===== config.mk =====
export PLATFORM = sky130hd
export DESIGN_NAME = socket_pcb_wildcard_lookup
export DESIGN_NICKNAME = d
export VERILOG_FILES = /design/src/hw/rtl/spwl_pkg.sv /design/src/hw/rtl/spwl_ram.sv /design/src/hw/rtl/spwl_ctrl.sv /design/src/hw/rtl/spwl_dp.sv /design/src/hw/rtl/socket_pcb_wildcard_lookup.sv
export SDC_FILE = /design/constraint.sdc
export NUM_CORES = 2
export LEC_CHECK = 0
export BUFFER_PORTS_ARGS = -buffer_cell sky130_fd_sc_hd__buf_2
export CAP_MARGIN = 20
export CORE_UTILIZATION = 60
export CTS_CLUSTER_DIAMETER = 50
export DETAILED_ROUTE_END_ITERATION = 10
export PLACE_DENSITY = 0.77
export SLEW_MARGIN = 20
export SYNTH_ARGS = -nofsm -noshare
export SYNTH_HDL_FRONTEND = slang
export SYNTH_HIERARCHICAL = 1
export SYNTH_SLANG_ARGS = --single-unit

===== constraint.sdc =====
create_clock -name clk -period 18.62 [get_ports clk]
set_input_delay 0 -clock clk [delete_from_list [all_inputs] [get_ports clk]]
set_output_delay 0 -clock clk [all_outputs]
set_load 0.01 [all_outputs]

===== src/hw/rtl/spwl_pkg.sv =====
// shared types and constants for the connection table lookup
// no dependencies
`timescale 1ns / 1ps

package spwl_pkg;

    localparam int TABLE_DEPTH_DEF = 16;

    localparam int OP_W   = 2;
    localparam int SLOT_W = 4;
    localparam int ADDR_W = 32;
    localparam int PORT_W = 16;
    localparam int WILD_W = 2;

    localparam logic [OP_W-1:0] OP_WRITE  = 2'd0;
    localparam logic [OP_W-1:0] OP_CLEAR  = 2'd1;
    localparam logic [OP_W-1:0] OP_LOOKUP = 2'd2;

    // best-so-far marker meaning nothing matched yet
    localparam logic [WILD_W-1:0] NO_MATCH_WILD = 2'd3;

    typedef struct packed {
        logic [ADDR_W-1:0] local_addr;
        logic [PORT_W-1:0] local_port;
        logic [ADDR_W-1:0] foreign_addr;
        logic [PORT_W-1:0] foreign_port;
    } entry_t;

    typedef struct packed {
        logic load;
        logic wr_en;
        logic clr_en;
        logic score;
        logic out_load;
    } dp_cmd_t;

    typedef enum logic [3:0] {
        ST_IDLE   = 4'b0001,
        ST_SCAN   = 4'b0010,
        ST_LAST   = 4'b0100,
        ST_FINISH = 4'b1000
    } state_t;

endpackage


===== src/hw/rtl/spwl_ram.sv =====
// generic single write port, single read port ram with registered read
// no dependencies
`timescale 1ns / 1ps

module spwl_ram #(
    parameter int WIDTH = 8,
    parameter int DEPTH = 16,
    localparam int AW = $clog2(DEPTH)
) (
    input  logic             clk,
    input  logic             we,
    input  logic [AW-1:0]    waddr,
    input  logic [WIDTH-1:0] wdata,
    input  logic [AW-1:0]    raddr,
    output logic [WIDTH-1:0] rdata
);

    logic [WIDTH-1:0] mem [DEPTH];
    logic [WIDTH-1:0] rdata_reg;

    always_ff @(posedge clk)
    begin
        if (we)
        begin
            mem[waddr] <= wdata;
        end
        rdata_reg <= mem[raddr];
    end

    assign rdata = rdata_reg;

endmodule


===== src/hw/rtl/spwl_ctrl.sv =====
// controller for the connection table lookup: handshakes, scan sequencing
// depends on spwl_pkg
`timescale 1ns / 1ps

module spwl_ctrl #(
    parameter int TABLE_DEPTH = spwl_pkg::TABLE_DEPTH_DEF,
    localparam int IDX_W = $clog2(TABLE_DEPTH)
) (
    input  logic                      clk,
    input  logic                      rst_n,
    input  logic                      in_valid,
    output logic                      in_ready,
    input  logic [spwl_pkg::OP_W-1:0] op,
    output logic                      out_valid,
    input  logic                      out_ready,
    input  logic                      exact_hit,
    output spwl_pkg::dp_cmd_t         cmd,
    output logic [IDX_W-1:0]          rd_addr
);

    localparam logic [IDX_W-1:0] LAST_IDX = IDX_W'(TABLE_DEPTH - 1);

    spwl_pkg::state_t state_reg, state_next;
    logic [IDX_W-1:0] idx_reg, idx_next;
    logic             out_valid_reg, out_valid_next;
    logic             accept;
    logic             out_free;

    assign in_ready = (state_reg == spwl_pkg::ST_IDLE);
    assign accept   = in_valid && in_ready;
    assign out_free = !out_valid_reg || out_ready;

    always_comb
    begin
        cmd.load     = accept;
        cmd.wr_en    = accept && (op == spwl_pkg::OP_WRITE);
        cmd.clr_en   = accept && (op == spwl_pkg::OP_CLEAR);
        cmd.score    = (state_reg == spwl_pkg::ST_SCAN) || (state_reg == spwl_pkg::ST_LAST);
        cmd.out_load = (state_reg == spwl_pkg::ST_FINISH) && out_free;
        // entry 0 is read in the accept cycle, the rest during the scan
        rd_addr      = (state_reg == spwl_pkg::ST_SCAN) ? idx_reg : '0;
    end

    always_comb
    begin
        state_next = state_reg;
        idx_next   = idx_reg;
        case (state_reg)
            spwl_pkg::ST_IDLE:
            begin
                if (accept)
                begin
                    if (op == spwl_pkg::OP_LOOKUP)
                    begin
                        state_next = spwl_pkg::ST_SCAN;
                        idx_next   = IDX_W'(1);
                    end
                    else
                    begin
                        state_next = spwl_pkg::ST_FINISH;
                    end
                end
            end
            spwl_pkg::ST_SCAN:
            begin
                if (exact_hit)
                begin
                    state_next = spwl_pkg::ST_FINISH;
                end
                else if (idx_reg == LAST_IDX)
                begin
                    state_next = spwl_pkg::ST_LAST;
                end
                else
                begin
                    idx_next = idx_reg + IDX_W'(1);
                end
            end
            spwl_pkg::ST_LAST:
            begin
                state_next = spwl_pkg::ST_FINISH;
            end
            spwl_pkg::ST_FINISH:
            begin
                if (out_free)
                begin
                    state_next = spwl_pkg::ST_IDLE;
                end
            end
            default:
            begin
                state_next = spwl_pkg::ST_IDLE;
            end
        endcase
    end

    always_comb
    begin
        if (cmd.out_load)
        begin
            out_valid_next = 1'b1;
        end
        else if (out_ready)
        begin
            out_valid_next = 1'b0;
        end
        else
        begin
            out_valid_next = out_valid_reg;
        end
    end

    always_ff @(posedge clk or negedge rst_n)
    begin
        if (!rst_n)
        begin
            state_reg     <= spwl_pkg::ST_IDLE;
            idx_reg       <= '0;
            out_valid_reg <= 1'b0;
        end
        else
        begin
            state_reg     <= state_next;
            idx_reg       <= idx_next;
            out_valid_reg <= out_valid_next;
        end
    end

    assign out_valid = out_valid_reg;

endmodule


===== src/hw/rtl/spwl_dp.sv =====
// datapath for the connection table lookup: entry store, scoring, best match
// depends on spwl_pkg and spwl_ram
`timescale 1ns / 1ps

module spwl_dp #(
    parameter int TABLE_DEPTH = spwl_pkg::TABLE_DEPTH_DEF,
    localparam int IDX_W = $clog2(TABLE_DEPTH)
) (
    input  logic                        clk,
    input  logic                        rst_n,
    input  spwl_pkg::dp_cmd_t           cmd,
    input  logic [IDX_W-1:0]            rd_addr,
    output logic                        exact_hit,
    input  logic [spwl_pkg::SLOT_W-1:0] slot,
    input  logic [spwl_pkg::ADDR_W-1:0] local_addr,
    input  logic [spwl_pkg::PORT_W-1:0] local_port,
    input  logic [spwl_pkg::ADDR_W-1:0] foreign_addr,
    input  logic [spwl_pkg::PORT_W-1:0] foreign_port,
    input  logic                        allow_wildcard,
    output logic                        found,
    output logic [spwl_pkg::SLOT_W-1:0] match_slot,
    output logic [spwl_pkg::WILD_W-1:0] wildcard_count
);

    spwl_pkg::entry_t query_reg;
    spwl_pkg::entry_t in_entry;
    spwl_pkg::entry_t rd_entry;
    logic             allow_reg;

    logic [TABLE_DEPTH-1:0] valid_reg;
    logic                   rd_valid_reg;
    logic [IDX_W-1:0]       rd_idx_reg;

    logic [spwl_pkg::WILD_W-1:0] best_wild_reg;
    logic [IDX_W-1:0]            best_slot_reg;

    logic                        found_reg;
    logic [spwl_pkg::SLOT_W-1:0] match_slot_reg;
    logic [spwl_pkg::WILD_W-1:0] wild_out_reg;

    logic             slot_ok;
    logic [IDX_W-1:0] wr_idx;
    logic             ent_la_set, q_la_set, ent_fa_set, q_fa_set;
    logic             local_bad, foreign_bad, port_bad;
    logic [spwl_pkg::WILD_W-1:0] wild;
    logic             hit;
    logic             better;
    logic             best_found;

    assign in_entry = '{local_addr:   local_addr,
                        local_port:   local_port,
                        foreign_addr: foreign_addr,
                        foreign_port: foreign_port};

    // slots past the table are dropped
    assign slot_ok = (int'(slot) < TABLE_DEPTH);
    assign wr_idx  = IDX_W'(slot);

    spwl_ram #(
        .WIDTH ($bits(spwl_pkg::entry_t)),
        .DEPTH (TABLE_DEPTH)
    ) u_entry_ram (
        .clk   (clk),
        .we    (cmd.wr_en && slot_ok),
        .waddr (wr_idx),
        .wdata (in_entry),
        .raddr (rd_addr),
        .rdata (rd_entry)
    );

    // wildcard score of the entry coming out of the ram
    always_comb
    begin
        ent_la_set  = (rd_entry.local_addr != '0);
        q_la_set    = (query_reg.local_addr != '0);
        ent_fa_set  = (rd_entry.foreign_addr != '0);
        q_fa_set    = (query_reg.foreign_addr != '0);
        port_bad    = (rd_entry.local_port != query_reg.local_port);
        local_bad   = ent_la_set && q_la_set && (rd_entry.local_addr != query_reg.local_addr);
        foreign_bad = ent_fa_set && q_fa_set &&
                      ((rd_entry.foreign_addr != query_reg.foreign_addr) ||
                       (rd_entry.foreign_port != query_reg.foreign_port));
        wild        = {1'b0, ent_la_set ^ q_la_set} + {1'b0, ent_fa_set ^ q_fa_set};
        hit         = rd_valid_reg && !port_bad && !local_bad && !foreign_bad &&
                      ((wild == '0) || allow_reg);
        // strict compare keeps the lowest slot on a tie
        better      = cmd.score && hit && (wild < best_wild_reg);
        exact_hit   = cmd.score && hit && (wild == '0);
        best_found  = (best_wild_reg != spwl_pkg::NO_MATCH_WILD);
    end

    always_ff @(posedge clk)
    begin
        if (cmd.load)
        begin
            query_reg <= in_entry;
            allow_reg <= allow_wildcard;
        end
        rd_idx_reg <= rd_addr;
        if (cmd.out_load)
        begin
            found_reg      <= best_found;
            match_slot_reg <= best_found ? spwl_pkg::SLOT_W'(best_slot_reg) : '0;
            wild_out_reg   <= best_found ? best_wild_reg : '0;
        end
    end

    always_ff @(posedge clk or negedge rst_n)
    begin
        if (!rst_n)
        begin
            valid_reg     <= '0;
            rd_valid_reg  <= 1'b0;
            best_wild_reg <= spwl_pkg::NO_MATCH_WILD;
            best_slot_reg <= '0;
        end
        else
        begin
            if (cmd.wr_en && slot_ok)
            begin
                valid_reg[wr_idx] <= 1'b1;
            end
            else if (cmd.clr_en && slot_ok)
            begin
                valid_reg[wr_idx] <= 1'b0;
            end
            rd_valid_reg <= valid_reg[rd_addr];
            if (cmd.load)
            begin
                best_wild_reg <= spwl_pkg::NO_MATCH_WILD;
                best_slot_reg <= '0;
            end
            else if (better)
            begin
                best_wild_reg <= wild;
                best_slot_reg <= rd_idx_reg;
            end
        end
    end

    assign found          = found_reg;
    assign match_slot     = match_slot_reg;
    assign wildcard_count = wild_out_reg;

endmodule


===== src/hw/rtl/socket_pcb_wildcard_lookup.sv =====
// top level of the connection table with wildcard lookup
// depends on spwl_pkg, spwl_ctrl, spwl_dp (and spwl_ram beneath it)
//
//   channel  handshake             payload
//   in       in_valid / in_ready   op slot local_addr local_port foreign_addr
//                                  foreign_port allow_wildcard
//   out      out_valid / out_ready found match_slot wildcard_count
//
// a write, clear or unused op goes from acceptance straight to the finish state
// a lookup reads and scores the entry ram one entry per cycle, in slot order,
// and stops the scan early on an exact match
// one transaction is in work at a time; in_ready rises again while the output
// register still holds the result, and a stalled output holds the finish state
// reset clears all valid bits at once, no clearing pass
`timescale 1ns / 1ps

module socket_pcb_wildcard_lookup #(
    parameter int TABLE_DEPTH = spwl_pkg::TABLE_DEPTH_DEF
) (
    input  logic                        clk,
    input  logic                        rst_n,
    input  logic                        in_valid,
    output logic                        in_ready,
    input  logic [spwl_pkg::OP_W-1:0]   op,
    input  logic [spwl_pkg::SLOT_W-1:0] slot,
    input  logic [spwl_pkg::ADDR_W-1:0] local_addr,
    input  logic [spwl_pkg::PORT_W-1:0] local_port,
    input  logic [spwl_pkg::ADDR_W-1:0] foreign_addr,
    input  logic [spwl_pkg::PORT_W-1:0] foreign_port,
    input  logic                        allow_wildcard,
    output logic                        out_valid,
    input  logic                        out_ready,
    output logic                        found,
    output logic [spwl_pkg::SLOT_W-1:0] match_slot,
    output logic [spwl_pkg::WILD_W-1:0] wildcard_count
);

    localparam int IDX_W = $clog2(TABLE_DEPTH);

    spwl_pkg::dp_cmd_t cmd;
    logic [IDX_W-1:0]  rd_addr;
    logic              exact_hit;

    spwl_ctrl #(
        .TABLE_DEPTH (TABLE_DEPTH)
    ) u_ctrl (
        .clk       (clk),
        .rst_n     (rst_n),
        .in_valid  (in_valid),
        .in_ready  (in_ready),
        .op        (op),
        .out_valid (out_valid),
        .out_ready (out_ready),
        .exact_hit (exact_hit),
        .cmd       (cmd),
        .rd_addr   (rd_addr)
    );

    spwl_dp #(
        .TABLE_DEPTH (TABLE_DEPTH)
    ) u_dp (
        .clk            (clk),
        .rst_n          (rst_n),
        .cmd            (cmd),
        .rd_addr        (rd_addr),
        .exact_hit      (exact_hit),
        .slot           (slot),
        .local_addr     (local_addr),
        .local_port     (local_port),
        .foreign_addr   (foreign_addr),
        .foreign_port   (foreign_port),
        .allow_wildcard (allow_wildcard),
        .found          (found),
        .match_slot     (match_slot),
        .wildcard_count (wildcard_count)
    );

endmodule


Word-level counts from Yosys, hierarchy flattened
Memory sizes are Yosys's and may differ from the RTL's. A register that Yosys moved wholly into a read port is not among the register bits.
Cells that the tools add are included.
Word-level totals
  flip-flop bits (word level): 140
  bits in latches: 0
  bits in writable memories: 1536
  bits in read-only memories: 0
  output and inout port bits: 9
  logic and storage cells: 108
  memories kept: 1
Operators by class
  add/sub/neg operators: 2
  $mul: 0
  divide/modulo/power cells: 0
  magnitude comparators: 4
  equality and inequality tests: 18
  shift operators: 0
  mux-type cells: 26
  bitwise gates (word level): 5
  reduce and logical (&&, ||, !) cells: 36
Memories
  u_dp.u_entry_ram.mem: depth 16, bits a word 96, rd ports 1, clocked after memory_dff 1, wr ports 1, RTL line spwl_ram.sv:18  | logic [WIDTH-1:0] mem [DEPTH];
Operators with widths (number)
  $reduce_bool A32 Y1: 4
  $ne A32 B32 Y1: 2
  $mux W4: 12
  $mux W16: 2
  $ne A16 B16 Y1: 2
  $and A16 B16 Y16: 1
  $logic_and A1 B1 Y1: 16
  $not A16 Y16: 1
  $or A16 B16 Y16: 1
  $pmux W4 S4: 1
  $lt A4 B5 Y1 const B: 2
  $ne A2 B2 Y1 const B: 5
  $eq A4 B4 Y1 const B: 2
  $pmux W4 S2: 1
  $reduce_bool A2 Y1: 4
  $mux W1: 6
  $reduce_and A5 Y1: 1
  $add A4 B1 Y4 const B: 1
  $bmux W1 S4: 1
  $demux W1 S4: 1
  $eq A4 B1 Y1 const B: 1
  $eq A4 B2 Y1 const B: 1
  $eq A4 B3 Y1 const B: 1
  $ge A4 B1 Y1 const B: 1
  12 further kinds: 21

Depth between registers and ports, before layout
  depth in word-level cells: 11
  depth in mapped cells: 15
  depth with buffers taken out: 15

By module
The synthesis kept the hierarchy.
Modules (own cells, without submodules)
  spwl_ram: times used 1, cells each 2460, area an instance 59355.7 µm², sequential area each 48046.1 µm²
  spwl_dp: times used 1, cells each 398, area an instance 5843.1 µm², sequential area each 3781.1 µm²
  spwl_ctrl: times used 1, cells each 61, area an instance 609.3 µm², sequential area each 226.5 µm²

Least setup slack after synthesis
Ideal clock, no wire load.
  path kind: register to register
  start: reg u_ctrl.state_reg[0]
  end: mem u_dp/u_entry_ram/mem[0][0] (netlist name) (enable)
  library setup time: 670 ps
  data arrival time: 8735 ps
  path slack: 9216 ps
  cell stages (with the launch flop): 6
  path buffers: 0
  cells stage by stage: dfstp_2 > nor4b_4 > nand2_1 > nor3_1 > or3b_2 > nor3_1
RTL lines
  from (decl): RTL line spwl_ctrl.sv:23  | spwl_pkg::state_t state_reg, state_next;
  from (signal assigned): RTL line spwl_ctrl.sv:117  | state_reg <= spwl_pkg::ST_IDLE;
  from (signal assigned): RTL line spwl_ctrl.sv:123  | state_reg <= state_next;
  to (decl): RTL line spwl_ram.sv:18

Worst setup path after layout
  start: reg u_ctrl.state_reg[1]
  end: reg u_dp.u_entry_ram.rdata_reg[76], in the netlist u_dp/u_entry_ram/rdata[76], read port of u_dp.u_entry_ram.mem
On the way
  cells in the longest elaborated chain, start to end: 2
Ends and longest elaborated chain
  $eq A4 B2 Y1: RTL line spwl_ctrl.sv:41  | rd_addr = (state_reg == spwl_pkg::ST_SCAN) ? idx_reg : '0;
  $mux W4: RTL line spwl_ctrl.sv:41
  net rd_addr[1]: RTL line socket_pcb_wildcard_lookup.sv:41  | logic [IDX_W-1:0] rd_addr;
  to (decl): RTL line spwl_ram.sv:19  | logic [WIDTH-1:0] rdata_reg;
The timed path passes the listed nets, and every way through them passes these cells.
A chain may end at the register's enable or synchronous reset.

==> metrics.txt <==
DR WL/cell=31.4 µm; CTS clock-pin slew for the worst setup and hold paths=0.06 ns; failing checks=DRC; synthesized area per cell=22.5 µm²; min-delay src=foreign_port[6]; Most common cell on crit path=buf_4; initial core utilization=60.5%; Layout Skew=0.0432 ns; global-route wire length before repair=220,000 µm; top cells by area, synth=edfxtp_1 75%, mux4_2 13%, dfxtp_1 3.0%, a22oi_1 2.2%, xor2_1 1.2%; most common cell after layout, fill and taps aside=edfxtp_1; CTS tree=done; cell with the largest stage delay on the worst path=buf_4; Leak Pwr=23.5 nW; Startpoint Class=flip-flop; CP Capture Type=flip-flop; Worst Tran Pin Value=1.17 ns; initial antenna violation count=11; Worst-Skew Late Latency=0.79 ns; Synthesized Nets=3,032; commonest cells after routing, fill and taps aside=1,640 x edfxtp_1, 389 x mux4_2, 192 x a22oi_1; chip width=333 µm; Filler Cells Inserted=6,245; run status=finished, violations left; Tmin final=4.98 ns; Final Util=68.6%; crit path buf inv count=3; CTS root buf=clkbuf_16; Synth cell types=55; sequential area share after synthesis=79.1%; TritonCTS Buffers=168; mapped cell area=65,800 µm²; post-synthesis cell count=2,919; RSZ-0062 raised after global routing=false; highest metal used=met5; Die Height=333 µm; most common flop cell mapped by yosys=edfxtp_1; yosys warns=6; Max clock buf depth=3; core area=109,000 µm²; area delta synth->final=13.5%; placed insts=4,369; CP cell instances=nor4b_4, and2_4, buf_4, buf_4, buf_4, mux4_2, a22oi_1, nand2_1; Post-CTS Setup Inserts=0; Largest register FFs=1,536; finished layout cell area=74,700 µm²; Max VDD drop=0.0799 mV; Fin Setup TNS=0 ns; CP Depth=8; Clock Sinks=1,772; biggest fanout along the worst timing path=67; Area after DPL=68,000 µm²; IO Pins=116; # Max-Cap Violations=0; Routed WL=151,000 µm; vias in the first global route=33.2k; reg2reg path depth=8; HP Class=input port to flip-flop; WHS Path Cells=2; reported net switching power=1.73 mW; Top delay family on crit path=buffers and inverters; Critical Setup Path Class=flip-flop to flip-flop; P per Cell Area=111 nW/µm²; fmax=201 MHz; met2 WL post-DR=75,300 µm; # nets final=3,357; final worst-path cycle share=26.8%; Max H-tree Level=4; routability cong.=0.839; routed length on met1=55,600 µm; layout cell share with drive strength beyond 1=25.0%; Async SR Flop Fraction=1.81%; WP data required=19.26 ns; Residual DRC=4; Final HPWL DP=74,800 µm; clock group share of total power=40.8%; post-route ant nets=0; worst relative slew slack=21.8%; Register Area=52,100 µm²; Vias=32.0k; DR iter-0 viols=4,162; drt first pass iters=10; PortBufs=115; Design Power=8.27 mW; Sw Share=20.9%; area taken by multi-input logic gates=13,100 µm²; share of the synthesized area in the top cell type=74.8%; CP Data Arrival Time=5.62 ns; Worst setup startpoint=u_ctrl/state_reg[1]; GR Overflow Total=0; GRT Resource Usage Total=27.7%; Flop pwr share=54.4%; internal power=6.54 mW; register bit total from synthesis=1,772; Final Hold Vio Count=0; Non-Filler Instances=4,804; full die area=111,000 µm²; Comb power frac=4.7%; Crit Reg-Reg Startpoint=u_ctrl/state_reg[1]; met3 WL=15,300 µm; largest net degree at the start of global routing=117; Final setup violation count=0; Post-synth EDFFs=1,640; critical path's largest stage delay=0.88 ns; Worst R2R Setup Slack=13.64 ns; leading area contributor after synthesis=edfxtp_1; vias per inst=6.67; Max Slew Vio Count=0; std cell rows=121
==> cells by family after synthesis <==
kind of cell	synth area share [%]
multiplexers	13.6
flip-flops	79.1
AO/OA/AOI/OAI	2.51
buffers and inverters	1.23
AND/OR/NAND/NOR	2.16
adder cells (fa/ha/maj)	0.114
XOR/XNOR	1.29
==> worst paths after layout <==
check                                                    to
worst max-delay path             u_dp/u_entry_ram/rdata[76]
worst min-delay path            u_dp/u_entry_ram/mem[11][6]
worst max register to register   u_dp/u_entry_ram/rdata[76]
worst min register to register        u_dp/best_slot_reg[3]
max in group asynchronous                 u_ctrl/idx_reg[2]
min in group asynchronous             u_dp/best_wild_reg[0]
==> cell type report <==
class / count / share of cell area (%)
Timing Repair Buffer: 290 / 3.01
Sequential cell: 1772 / 69.7
Clock inverter: 72 / 0.876
Clock buffer: 241 / 6.49
Inverter: 9 / 0.0486
Multi-Input combinational cell: 1003 / 17.5
Antenna cell: 3 / 0.0100
Tap cell: 1414 / 2.37
==> what timing repair did <==
item / 4_1_cts / 5_1_grt
hold buffers: 119 / 0
setup endpoints to repair: 0 / 0
hold endpoints to repair: 1706 / 0
resized for setup: 0 / 0
==> metrics by stage <==
step,setup WS (ns),hold WS [ns]
2_1_floorplan,9.22,-0.296
3_3_place_gp,13.97,0.0678
3_5_place_dp,13.80,0.103
4_1_cts,13.71,0.113
5_1_grt,13.44,0.146
6_report,13.64,0.152
==> metal layers <==
| metal | track usage (%) | up-vias |
|---|---|---|
| met3 | 6.05 | 347 |
| met4 | 9.57 | 12 |
| met2 | 45.6 | 1945 |
| li1 | - | 12900 |
| met5 | 0 | - |
| met1 | 37.2 | 16800 |
==> cell usage after synthesis, types with 5 or more instances <==
cell type  count
edfxtp_1    1640
buf_4         21
nand4_1       16
xnor2_1        8
a21oi_1        7
and2_1         9
buf_2         12
clkbuf_1      47
nand2b_1       6
nor2_1        30
ha_1           6
dfxtp_1      100
mux2_1        16
nand2_1      108
buf_1         32
mux4_2       389
a22oi_1      192
buf_6         23
dfrtp_1       29
o31ai_1        6
xor2_1        89
nand3b_1       5
nor4_1        56
nor3_1        13
inv_1          8
==> power groups by stage <==
stage | sequential, mW | combinational (mW) | clock (mW)
after global placement | 4.58 | 0.351 | 0
after CTS | 4.50 | 0.392 | 3.42
after floorplan | 4.56 | 0.231 | 0
final | 4.50 | 0.391 | 3.38
after global routing | 4.50 | 0.416 | 3.56
after detailed placement | 4.58 | 0.365 | 0
Power figures use the tool's default switching activity.
